==> src/design/fft_grid_size_select_assert.svh <==
// Assertion macros for the FFT grid size selector.
// Used by the top level; expects clk and rst in the including scope.
`ifndef FFT_GRID_SIZE_SELECT_ASSERT_SVH
`define FFT_GRID_SIZE_SELECT_ASSERT_SVH
`ifndef NO_ASSERTIONS
`define FGSS_ASSERT(lbl, prop, msg) \
  lbl: assert property (@(posedge clk) disable iff (rst) prop) else $error(msg);
`define FGSS_ASSERT_RST(lbl, prop, msg) \
  lbl: assert property (@(posedge clk) prop) else $error(msg);
`else
`define FGSS_ASSERT(lbl, prop, msg)
`define FGSS_ASSERT_RST(lbl, prop, msg)
`endif
`endif

==> src/design/fgss_pkg.sv <==
// Shared types, constants and helper functions for the FFT grid size selector.
// No dependencies.
package fgss_pkg;

  localparam int unsigned SEARCH_LIMIT_DEFAULT = 8192;

  localparam int unsigned LEN_W  = 32;
  localparam int unsigned GRID_W = 13;
  localparam int unsigned PROC_W = 11;
  localparam int unsigned STAT_W = 3;

  // 1000*len + 999*sp < 2^43, 1000*sp < 2^42
  localparam int unsigned DIV_NW = 43;
  localparam int unsigned DIV_DW = 42;
  localparam int unsigned SCALE  = 1000;

  localparam logic [STAT_W-1:0] ST_OK            = 3'd0;
  localparam logic [STAT_W-1:0] ST_ZERO_SPACING  = 3'd1;
  localparam logic [STAT_W-1:0] ST_NOT_DIVISIBLE = 3'd2;
  localparam logic [STAT_W-1:0] ST_NONE_FOUND    = 3'd3;
  localparam logic [STAT_W-1:0] ST_TOO_LARGE     = 3'd4;

  typedef struct packed {
    logic [LEN_W-1:0]  box_x;
    logic [LEN_W-1:0]  box_y;
    logic [LEN_W-1:0]  box_z;
    logic [LEN_W-1:0]  spacing;
    logic [GRID_W-1:0] req_x;
    logic [GRID_W-1:0] req_y;
    logic [GRID_W-1:0] req_z;
    logic [PROC_W-1:0] proc_count;
  } item_t;

  typedef struct packed {
    logic [GRID_W-1:0] grid_x;
    logic [GRID_W-1:0] grid_y;
    logic [GRID_W-1:0] grid_z;
    logic [STAT_W-1:0] status;
  } result_t;

  typedef struct packed {
    logic              start;
    logic [DIV_NW-1:0] num;
    logic [DIV_DW-1:0] den;
  } div_req_t;

  typedef struct packed {
    logic              busy;
    logic              done;
    logic [DIV_NW-1:0] quo;
    logic [DIV_DW-1:0] rem;
  } div_rsp_t;

  // Inverse of an odd value modulo 2^64 (Newton iteration).
  function automatic logic [63:0] odd_inverse(input logic [63:0] d);
    logic [63:0] x;
    x = d;
    for (int i = 0; i < 6; i++) begin
      x = x * (64'd2 - d * x);
    end
    return x;
  endfunction

endpackage

==> src/design/fft_grid_size_select.sv <==
// FFT grid size selector: top level with the control sequencer.
// Instantiates fgss_div and fgss_smooth; depends on fgss_pkg and the assert header.
//
// One request on item (valid/ready) gives one result on result (valid/ready).
// item_ready is high only while the sequencer is idle; one request is worked
// at a time. Per request: three minimum-count divisions through the shared
// divider, up to two request divisibility checks, then for each free axis
// one start-offset division (x and y) and a candidate scan from max(1, nmin)
// up to, but not including, the scan limit max(1, 2 * largest nmin). A
// candidate that fails the processor-count test is skipped; one that passes
// goes through the smoothness unit, which strips its 2, 3, 5, 7 factors.
// Zero spacing goes straight to the result.
// The result sits in an output register; a stalled receiver holds the
// sequencer in its last step, and a new request is taken once it is idle.
// Reset is synchronous and returns the block to idle with no result pending.
`include "fft_grid_size_select_assert.svh"

module fft_grid_size_select #(
  parameter int unsigned SEARCH_LIMIT = fgss_pkg::SEARCH_LIMIT_DEFAULT
) (
  input  logic              clk,
  input  logic              rst,
  input  logic              item_valid,
  output logic              item_ready,
  input  fgss_pkg::item_t   item,
  output logic              result_valid,
  input  logic              result_ready,
  output fgss_pkg::result_t result
);
  import fgss_pkg::*;

  localparam int unsigned NW = $clog2(SEARCH_LIMIT + 1);
  localparam logic [DIV_NW:0] LIMIT_MAX = (DIV_NW + 1)'(SEARCH_LIMIT);

  localparam logic [3:0] S_IDLE      = 4'd0;
  localparam logic [3:0] S_NMIN_GO   = 4'd1;
  localparam logic [3:0] S_NMIN_WAIT = 4'd2;
  localparam logic [3:0] S_CHECK     = 4'd3;
  localparam logic [3:0] S_REQ_GO    = 4'd4;
  localparam logic [3:0] S_REQ_WAIT  = 4'd5;
  localparam logic [3:0] S_SEL       = 4'd6;
  localparam logic [3:0] S_POS_WAIT  = 4'd7;
  localparam logic [3:0] S_CAND      = 4'd8;
  localparam logic [3:0] S_SMOOTH    = 4'd9;
  localparam logic [3:0] S_OUT       = 4'd10;

  logic [3:0]        state;
  logic [1:0]        dim;
  logic [LEN_W-1:0]  box [3];
  logic [LEN_W-1:0]  sp;
  logic [DIV_DW-1:0] den_sp;
  logic [GRID_W-1:0] req [3];
  logic [PROC_W-1:0] procs;
  logic [NW-1:0]     nmin [3];
  logic [DIV_NW-1:0] maxq;
  logic [NW-1:0]     limit;
  logic [NW-1:0]     n;
  logic [PROC_W-1:0] rem;
  logic [GRID_W-1:0] grid [3];
  logic [STAT_W-1:0] status;

  div_req_t          div_req;
  div_rsp_t          div_rsp;
  logic              sm_start;
  logic              sm_done;
  logic              sm_smooth;

  logic [NW-1:0]     n_start;
  logic [PROC_W-1:0] rem_inc;
  logic [PROC_W-1:0] rem_step;
  logic              need_div;
  logic [DIV_NW:0]   twice_max;

  assign item_ready = (state == S_IDLE);
  assign n_start    = (nmin[dim] == '0) ? NW'(1) : nmin[dim];
  assign rem_inc    = rem + 1'b1;
  assign rem_step   = (rem_inc == procs) ? '0 : rem_inc;
  assign need_div   = (dim != 2'd2);
  assign twice_max  = {maxq, 1'b0};
  assign sm_start   = (state == S_CAND) && (n < limit) && !(need_div && rem != '0);

  always_comb begin
    div_req = '0;
    case (state)
      S_NMIN_GO: begin
        div_req.start = 1'b1;
        div_req.num   = DIV_NW'(box[dim]) * DIV_NW'(SCALE) + DIV_NW'(den_sp)
                        - DIV_NW'(sp);
        div_req.den   = den_sp;
      end
      S_REQ_GO: begin
        div_req.start = (req[dim] != '0);
        div_req.num   = DIV_NW'(req[dim]);
        div_req.den   = DIV_DW'(procs);
      end
      S_SEL: begin
        div_req.start = (req[dim] == '0) && need_div;
        div_req.num   = DIV_NW'(n_start);
        div_req.den   = DIV_DW'(procs);
      end
      default: begin
        div_req = '0;
      end
    endcase
  end

  fgss_div u_div (
    .clk (clk),
    .rst (rst),
    .req (div_req),
    .rsp (div_rsp)
  );

  fgss_smooth #(.W(NW)) u_smooth (
    .clk    (clk),
    .rst    (rst),
    .start  (sm_start),
    .value  (n),
    .done   (sm_done),
    .smooth (sm_smooth)
  );

  always_ff @(posedge clk) begin
    if (rst) begin
      state        <= S_IDLE;
      dim          <= '0;
      result_valid <= 1'b0;
    end else begin
      if (result_valid && result_ready && state != S_OUT) begin
        result_valid <= 1'b0;
      end
      case (state)
        S_IDLE: begin
          if (item_valid) begin
            box[0] <= item.box_x;
            box[1] <= item.box_y;
            box[2] <= item.box_z;
            sp     <= item.spacing;
            req[0] <= item.req_x;
            req[1] <= item.req_y;
            req[2] <= item.req_z;
            procs  <= (item.proc_count == '0) ? PROC_W'(1) : item.proc_count;
            den_sp <= DIV_DW'(item.spacing) * DIV_DW'(SCALE);
            maxq   <= '0;
            dim    <= '0;
            if (item.spacing == '0) begin
              status <= ST_ZERO_SPACING;
              state  <= S_OUT;
            end else begin
              status <= ST_OK;
              state  <= S_NMIN_GO;
            end
          end
        end
        S_NMIN_GO: begin
          state <= S_NMIN_WAIT;
        end
        S_NMIN_WAIT: begin
          if (div_rsp.done) begin
            nmin[dim] <= NW'(div_rsp.quo);
            if (div_rsp.quo > maxq) begin
              maxq <= div_rsp.quo;
            end
            if (dim == 2'd2) begin
              dim   <= '0;
              state <= S_CHECK;
            end else begin
              dim   <= dim + 1'b1;
              state <= S_NMIN_GO;
            end
          end
        end
        S_CHECK: begin
          limit <= (maxq == '0) ? NW'(1) : NW'(twice_max);
          if (twice_max > LIMIT_MAX) begin
            status <= ST_TOO_LARGE;
            state  <= S_OUT;
          end else begin
            state <= S_REQ_GO;
          end
        end
        S_REQ_GO: begin
          if (req[dim] != '0) begin
            state <= S_REQ_WAIT;
          end else if (dim == 2'd1) begin
            dim   <= '0;
            state <= S_SEL;
          end else begin
            dim <= dim + 1'b1;
          end
        end
        S_REQ_WAIT: begin
          if (div_rsp.done) begin
            if (div_rsp.rem != '0) begin
              status <= ST_NOT_DIVISIBLE;
              state  <= S_OUT;
            end else if (dim == 2'd1) begin
              dim   <= '0;
              state <= S_SEL;
            end else begin
              dim   <= dim + 1'b1;
              state <= S_REQ_GO;
            end
          end
        end
        S_SEL: begin
          if (req[dim] != '0) begin
            grid[dim] <= req[dim];
            if (dim == 2'd2) begin
              state <= S_OUT;
            end else begin
              dim <= dim + 1'b1;
            end
          end else begin
            n <= n_start;
            if (need_div) begin
              state <= S_POS_WAIT;
            end else begin
              rem   <= '0;
              state <= S_CAND;
            end
          end
        end
        S_POS_WAIT: begin
          if (div_rsp.done) begin
            rem   <= PROC_W'(div_rsp.rem);
            state <= S_CAND;
          end
        end
        S_CAND: begin
          if (n >= limit) begin
            status <= ST_NONE_FOUND;
            state  <= S_OUT;
          end else if (need_div && rem != '0) begin
            n   <= n + 1'b1;
            rem <= rem_step;
          end else begin
            state <= S_SMOOTH;
          end
        end
        S_SMOOTH: begin
          if (sm_done) begin
            if (sm_smooth) begin
              grid[dim] <= GRID_W'(n);
              if (dim == 2'd2) begin
                state <= S_OUT;
              end else begin
                dim   <= dim + 1'b1;
                state <= S_SEL;
              end
            end else begin
              n     <= n + 1'b1;
              rem   <= rem_step;
              state <= S_CAND;
            end
          end
        end
        S_OUT: begin
          if (!result_valid || result_ready) begin
            result_valid  <= 1'b1;
            result.status <= status;
            result.grid_x <= (status == ST_OK) ? grid[0] : '0;
            result.grid_y <= (status == ST_OK) ? grid[1] : '0;
            result.grid_z <= (status == ST_OK) ? grid[2] : '0;
            state         <= S_IDLE;
          end
        end
        default: begin
          state <= S_IDLE;
        end
      endcase
    end
  end

  `FGSS_ASSERT(a_err_zero_grid, result_valid && result.status != ST_OK |-> result.grid_x == '0 && result.grid_y == '0 && result.grid_z == '0, "error result carries nonzero grid")
  `FGSS_ASSERT(a_div_idle_start, div_req.start |-> !div_rsp.busy, "divider restarted while busy")
  `FGSS_ASSERT_RST(a_reset_idle, rst |=> !result_valid && item_ready, "block not idle after reset")

endmodule

==> src/design/fgss_div.sv <==
// Restoring radix-2 divider shared by the grid size sequencer.
// One quotient bit per cycle; depends on fgss_pkg.
module fgss_div (
  input  logic                clk,
  input  logic                rst,
  input  fgss_pkg::div_req_t  req,
  output fgss_pkg::div_rsp_t  rsp
);
  import fgss_pkg::*;

  localparam int unsigned CW = $clog2(DIV_NW + 1);

  logic              busy;
  logic              done;
  logic [CW-1:0]     cnt;
  logic [DIV_DW-1:0] rem;
  logic [DIV_NW-1:0] quo;
  logic [DIV_DW-1:0] den;

  logic [DIV_DW:0]   part;
  logic [DIV_DW:0]   diff;
  logic              ge;

  assign part = {rem, quo[DIV_NW-1]};
  assign ge   = part >= {1'b0, den};
  assign diff = part - {1'b0, den};

  always_ff @(posedge clk) begin
    if (rst) begin
      busy <= 1'b0;
      done <= 1'b0;
      cnt  <= '0;
    end else begin
      done <= 1'b0;
      if (req.start) begin
        busy <= 1'b1;
        cnt  <= CW'(DIV_NW);
        rem  <= '0;
        quo  <= req.num;
        den  <= req.den;
      end else if (busy) begin
        rem <= ge ? diff[DIV_DW-1:0] : part[DIV_DW-1:0];
        quo <= {quo[DIV_NW-2:0], ge};
        cnt <= cnt - 1'b1;
        if (cnt == CW'(1)) begin
          busy <= 1'b0;
          done <= 1'b1;
        end
      end
    end
  end

  assign rsp.busy = busy;
  assign rsp.done = done;
  assign rsp.quo  = quo;
  assign rsp.rem  = rem;

endmodule

==> src/design/fgss_smooth.sv <==
// 7-smooth test: strips factors 2, 3, 5, 7 one per cycle.
// Exact division by 3, 5, 7 via modular inverse multiply; depends on fgss_pkg.
module fgss_smooth #(
  parameter int unsigned W = 14
) (
  input  logic         clk,
  input  logic         rst,
  input  logic         start,
  input  logic [W-1:0] value,
  output logic         done,
  output logic         smooth
);
  import fgss_pkg::*;

  localparam logic [1:0] P2 = 2'd0;
  localparam logic [1:0] P3 = 2'd1;
  localparam logic [1:0] P5 = 2'd2;
  localparam logic [1:0] P7 = 2'd3;

  localparam logic [W-1:0] INV3 = W'(odd_inverse(64'd3));
  localparam logic [W-1:0] INV5 = W'(odd_inverse(64'd5));
  localparam logic [W-1:0] INV7 = W'(odd_inverse(64'd7));
  localparam logic [W-1:0] LIM3 = W'(((64'd1 << W) - 64'd1) / 64'd3);
  localparam logic [W-1:0] LIM5 = W'(((64'd1 << W) - 64'd1) / 64'd5);
  localparam logic [W-1:0] LIM7 = W'(((64'd1 << W) - 64'd1) / 64'd7);

  logic         busy;
  logic [W-1:0] v;
  logic [1:0]   pidx;
  logic [W-1:0] inv_sel;
  logic [W-1:0] lim_sel;
  logic [W-1:0] prod;

  always_comb begin
    case (pidx)
      P3: begin
        inv_sel = INV3;
        lim_sel = LIM3;
      end
      P5: begin
        inv_sel = INV5;
        lim_sel = LIM5;
      end
      P7: begin
        inv_sel = INV7;
        lim_sel = LIM7;
      end
      default: begin
        inv_sel = '0;
        lim_sel = '0;
      end
    endcase
  end

  // low W bits of v * d^-1; equals v / d exactly when d divides v
  assign prod = v * inv_sel;

  always_ff @(posedge clk) begin
    if (rst) begin
      busy <= 1'b0;
      done <= 1'b0;
    end else begin
      done <= 1'b0;
      if (start) begin
        busy <= 1'b1;
        v    <= value;
        pidx <= P2;
      end else if (busy) begin
        if (v == W'(1)) begin
          busy   <= 1'b0;
          done   <= 1'b1;
          smooth <= 1'b1;
        end else if (pidx == P2) begin
          if (!v[0]) begin
            v <= v >> 1;
          end else begin
            pidx <= P3;
          end
        end else if (prod <= lim_sel) begin
          v <= prod;
        end else if (pidx == P7) begin
          busy   <= 1'b0;
          done   <= 1'b1;
          smooth <= 1'b0;
        end else begin
          pidx <= pidx + 1'b1;
        end
      end
    end
  end

endmodule
==> config.mk <==
export PLATFORM = sky130hd
export DESIGN_NAME = fft_grid_size_select
export DESIGN_NICKNAME = d
export VERILOG_FILES = /design/src/design/fgss_pkg.sv /design/src/design/fft_grid_size_select.sv /design/src/design/fgss_div.sv /design/src/design/fgss_smooth.sv
export VERILOG_INCLUDE_DIRS = /design/src /design/src/design
export SDC_FILE = /design/constraint.sdc
export NUM_CORES = 2
export LEC_CHECK = 0
export ABC_AREA = 1
export BUFFER_PORTS_ARGS = -buffer_cell sky130_fd_sc_hd__buf_4
export CORE_MARGIN = 2
export CORE_UTILIZATION = 39
export DETAILED_ROUTE_END_ITERATION = 10
export HOLD_SLACK_MARGIN = 0.05
export MAX_ROUTING_LAYER = met4
export PLACE_DENSITY = 0.54
export SETUP_SLACK_MARGIN = 0.02
export SYNTH_ARGS = -nofsm -noshare
export SYNTH_HDL_FRONTEND = slang
export SYNTH_SLANG_ARGS = --single-unit
==> constraint.sdc <==
create_clock -name clk -period 15.8 [get_ports clk]
set_input_delay 3.16 -clock clk [delete_from_list [all_inputs] [get_ports clk]]
set_output_delay 3.16 -clock clk [all_outputs]
set_load 0.005 [all_outputs]
# [Word-level counts from Yosys, hierarchy flattened]
# Memories as Yosys holds them, arrays and structs flattened. A register that Yosys moved wholly into a read port is not among the register bits.
# Cells that the tools add are included.
[totals] reg_bits=331 ram_bits=216 inputBits=182 out_inout_bits=44 elab_cells=277 n_memories=4
[classes] addsub=8 mul=3 magnitude_cmp=6 eq_ne=49 muxes=126 bitwise_logic=5 reduce_logical=50
[memory_table] memory="box" words=3 word_bits=32 rd=1 rd_clocked_by_memory_dff=1 write_ports=3 line="fft_grid_size_select.sv:49" source="logic [LEN_W-1:0] box [3];"
[memory_table] memory="nmin" words=3 word_bits=14 rd=1 rd_clocked_by_memory_dff=1 write_ports=1 line="fft_grid_size_select.sv:54" source="logic [NW-1:0] nmin [3];"
[memory_table] memory="grid" words=3 word_bits=13 rd=3 rd_clocked_by_memory_dff=3 write_ports=1 line="fft_grid_size_select.sv:59" source="logic [GRID_W-1:0] grid [3];"
[memory_table] memory="req" words=3 word_bits=13 rd=1 rd_clocked_by_memory_dff=1 write_ports=3 line="fft_grid_size_select.sv:52" source="logic [GRID_W-1:0] req [3];"
[op_table] operator="$pmux W86 S3" count=1
[op_table] operator="$mux W43" count=5
[op_table] operator="$mux W14" count=12
[op_table] operator="$mux W11" count=8
[op_table] operator="$pmux W43 S2" count=1
[op_table] operator="$mux W42" count=2
[op_table] operator="$pmux W14 S3" count=2
[op_table] operator="$mul A32 B7 Y39 const B" count=2
[op_table] operator="$mux W4" count=18
[op_table] operator="$mux W2" count=25
[op_table] operator="$gt A44 B14 Y1 const B" count=1
[op_table] operator="$pmux W11 S4" count=1
[op_table] operator="$pmux W4 S11" count=1
[op_table] operator="$add A42 B42 Y43" count=1
[op_table] operator="$ge A43 B42 Y1" count=1
[op_table] operator="$gt A43 B43 Y1" count=1
[op_table] operator="$logic_not A43 Y1" count=1
[op_table] operator="$sub A43 B32 Y43" count=1
[op_table] operator="$reduce_bool A42 Y1" count=1
[op_table] operator="$sub A42 B42 Y42" count=1
[op_table] operator="$mux W1" count=39
[op_table] operator="$pmux W13 S3" count=1
[op_table] operator="$logic_not A32 Y1" count=1
[op_table] operator="$ne A2 B2 Y1 const B" count=14
[op_table] operator="52 further kinds" count=106

# [Longest topological paths before layout]
[logic_depth] word_depth=9 ltp_mapped=39 ltp_nobuf=38

# [By module]
# A second synthesis with hierarchy kept.
[hier_totals] hier_cells=5535 hier_area_um2=47742.0
[modules_own_cells] mod="fft_grid_size_select" n_inst=1 cells_per_inst=3714 area_each_um2=34332.9 seq_area_each_um2=12882.4
[modules_own_cells] mod="fgss_div" n_inst=1 cells_per_inst=1186 area_each_um2=8841.0 seq_area_each_um2=3973.8
[modules_own_cells] mod="fgss_smooth" n_inst=1 cells_per_inst=635 area_each_um2=4568.1 seq_area_each_um2=550.5

# [Least setup slack after synthesis]
# OpenSTA, ideal clock, no wires.
[synth_timing] kind="input port to flip-flop" startpoint="input port rst" endpoint="memory box[0][0] (enable)" setup_time_ns=0.795 t_arrival_ns=12.813 t_required_ns=15.005 path_slack_ns=2.192 stages=3 path_buffers=2 path_cell_list="buf_1 buf_1 nor3_1"
[synth_lines] element="from (decl)" line="fft_grid_size_select.sv:22" source="input logic rst,"
[synth_lines] element="to (decl)" line="fft_grid_size_select.sv:49"

==> flow_metrics.env <==
export IMPL_critPathMostFrequentCell="sky130_fd_sc_hd__fa_1"
export IMPL_whs_ns=0.4413
export IMPL_min_period_over_period_pct=55.88
export IMPL_nature_of_the_critical_path_startpoint="register"
export IMPL_synth_warning_count=0
export IMPL_clockBufferDepth=3
export IMPL_cts_htree_levels=3
export IMPL_synth_async_sr_flop_share_pct=0
export IMPL_critical_path_max_fanout=59
export IMPL_r2r_end="u_div.quo[37]"
export IMPL_tritoncts="done"
export IMPL_boundaryPins=226
export IMPL_outcome="completed"
export IMPL_clk_sinks=586
export IMPL_nets=6044
export IMPL_detail_route_first_pass_iterations=5
export IMPL_worst_slew_margin_rel_pct=15.01
export IMPL_synthToLayoutAreaGrowth_pct=12.46
export IMPL_ctsResizeCount=0
export IMPL_gpl_final_weighted_congestion=0.9568
export IMPL_critical_path_class="reg2reg"
export IMPL_timing_hold_worst_endpoint="result[2]"
export IMPL_antenna_violating_nets_post_route=0
export IMPL_clk_latency_ns=0.66
export IMPL_worst_r2r_cell_count=31
export IMPL_detailedRoute_firstIterationViolations=2256
export IMPL_layout_cell_share_with_drive_strength_beyond_1_pct=8.995
export IMPL_core_area_um2=116200
export IMPL_dieHeight_um=346.3
export IMPL_buffers_on_ports=225
export IMPL_num_rows=125
export IMPL_cap_viol_max_count=0
export IMPL_ys_seq_elements=586
export IMPL_cpPeakStageDelay_ns=0.64
export IMPL_floorplan_initialDensity_pct=39.33
export IMPL_rrSetupSlack_ns=6.97
export IMPL_whs_path_depth=0
export IMPL_worst_path_required_time_ns=16.16
export IMPL_timing_hold_worst_start="status[2]"
export IMPL_first_global_vias=34350
export IMPL_syn_nets=5828
export IMPL_period_minus_slack_ns=8.829
export IMPL_avgSynthCellArea_um2=9.283
export IMPL_fmax_ghz=0.1133
export IMPL_grt_max_degree=88
export IMPL_worst_path_max_delay_cell="sky130_fd_sc_hd__fa_1"
export IMPL_globalRoute_totalOverflow=0
export IMPL_detailedPlacementHpwl_um=100700
export IMPL_finalSetupViolCount=0
export IMPL_number_of_enable_type_register_cells_in_the_synthesized_netlist=567
export IMPL_gr_usage_all_layers_pct=21.63
export IMPL_grt_setup_unrepaired="no"
export IMPL_die_area_um2=119900
export IMPL_via_count=33730
export IMPL_worst_pin_slew_ns=1.270
export IMPL_finalHoldViolCount=0
export IMPL_cts_root_buf="sky130_fd_sc_hd__clkbuf_16"
export IMPL_mapped_cell_area_um2=45700
export IMPL_worst_ep_arrival_time_ns=9.19
export IMPL_most_common_cell_after_layout_fill_and_taps_aside="sky130_fd_sc_hd__inv_1"
export IMPL_post_drt_wl_per_cell_um=18.48
export IMPL_setup_total_negative_slack_ns=0
export IMPL_post_route_drc_count=0
export IMPL_clock_skew_final_ns=0.03271
export IMPL_path_clk_slew_ns=0.07
export IMPL_clock_buffer_count_from_cts=70
export IMPL_netlist_instances=4923
export IMPL_synth_seq_area_share_pct=38.09
export IMPL_max_slew_vio_count=0
export IMPL_synth_top_flop_cell="sky130_fd_sc_hd__edfxtp_1"
export IMPL_holdBufCountCts=0
export IMPL_initial_antenna_violation_count=3
export IMPL_die_w_um=346.3
export IMPL_grt_first_pass_wirelength_um=196700
export IMPL_unique_masters_post_synth=63
export IMPL_commonest_cells_after_routing_fill_and_taps_aside="sky130_fd_sc_hd__inv_1, sky130_fd_sc_hd__nand2_1, sky130_fd_sc_hd__edfxtp_1"
export IMPL_routed_wl_um=124100
export IMPL_post_cts_buffers=0
export IMPL_worstHoldPathType="reg2reg"
export IMPL_post_drt_via_cell_ratio=5.022
export IMPL_utilization_of_the_core_after_routing_pct=44.23
export IMPL_crit_path_end_kind="register"
logic make-up after synthesis:
kind of cell	after synthesis	share of synthesized area [%]
adder cells (fa/ha/maj)	723	25.08
XOR/XNOR	146	2.798
flip-flops	586	38.09
AO/OA/AOI/OAI	841	10.81
buffers and inverters	1092	9.161
AND/OR/NAND/NOR	1535	14.06
through the flow:
step	area (um^2)	worst slack, ns	instances
after floorplan	45700	2.192	4923
after global placement	49070	7.008	6591
after detailed placement	49070	6.955	6591
after CTS	51390	6.927	6716
after global routing	51400	6.078	6717
final	51400	6.971	6717
cells in the mapped netlist (55+ instances only):
cell | count | share of area, %
sky130_fd_sc_hd__inv_1 | 976 | 8.0
sky130_fd_sc_hd__nand2_1 | 695 | 5.7
sky130_fd_sc_hd__edfxtp_1 | 567 | 37
sky130_fd_sc_hd__nor2_1 | 492 | 4.0
sky130_fd_sc_hd__ha_1 | 401 | 11
sky130_fd_sc_hd__fa_1 | 322 | 14
sky130_fd_sc_hd__a21oi_1 | 279 | 3.1
sky130_fd_sc_hd__o21ai_0 | 271 | 3.0
sky130_fd_sc_hd__nand3_1 | 155 | 1.7
sky130_fd_sc_hd__xor2_1 | 91 | 1.7
sky130_fd_sc_hd__clkbuf_1 | 67 | 0.55
sky130_fd_sc_hd__nand4_1 | 56 | 0.77
sky130_fd_sc_hd__xnor2_1 | 55 | 1.1
worst max-delay path by stage:
| stage | startpoint | endpoint | slack, ns | cells past startpoint |
|---|---|---|---|---|
| 2_1_floorplan | rst | box[0][0] | 2.19 | 3 |
| 3_3_place_gp | register | u_div.quo[37] | 7.01 | 31 |
| 3_5_place_dp | register | u_div.quo[37] | 6.96 | 31 |
| 4_1_cts | register | u_div.quo[37] | 6.93 | 31 |
| 5_1_grt | register | u_div.quo[37] | 6.08 | 31 |
| 6_report | register | u_div.quo[37] | 6.97 | 31 |
sequential cells by signal, summed over array words and instances (netlist names), 3 cells and up, named ones only:
name,cells
procs,11
rem,11
limit,14
u_div.den,42
status,3
nmin,42
result,42
sp,32
n,14
box,96
den_sp,37
u_div.rem,42
u_div.quo,43
u_smooth.v,14
state,4
req,39
maxq,43
u_div.cnt,6
grid,39
area by class of cell:
type                            count  area [um^2]
Clock buffer                       83         1822
Fill cell                       11350        64810
Tap cell                         1524         1907
Antenna cell                        1        2.502
Multi-Input combinational cell   3245        24180
Clock inverter                     42        506.7
Inverter                          987         3706
Sequential cell                   586        17410
Timing Repair Buffer              249         1869
per-layer routing:
layer	vias up	track usage [%]	part of all wire, %
met4	0	5.766	2.5
met2	726	36.76	49
met3	164	2.181	3.7
met1	16190	27.54	44
li1	16650	-	-
met5	-	-	0
worst max-delay path, delay by kind of cell, from the launching register on:
family	cells	cell delay (ns)
adders and majority gates	7	3.26
AOI/OAI and AO/OA	12	2.74
buffers and inverters	7	1.10
DFF	1	0.62
and+or+nand+nor	4	0.48
xor gates and xnor gates	1	0.26
Power is not shown: default switching activity piles up to over one toggle a cycle in this logic, so the estimate is an artifact.
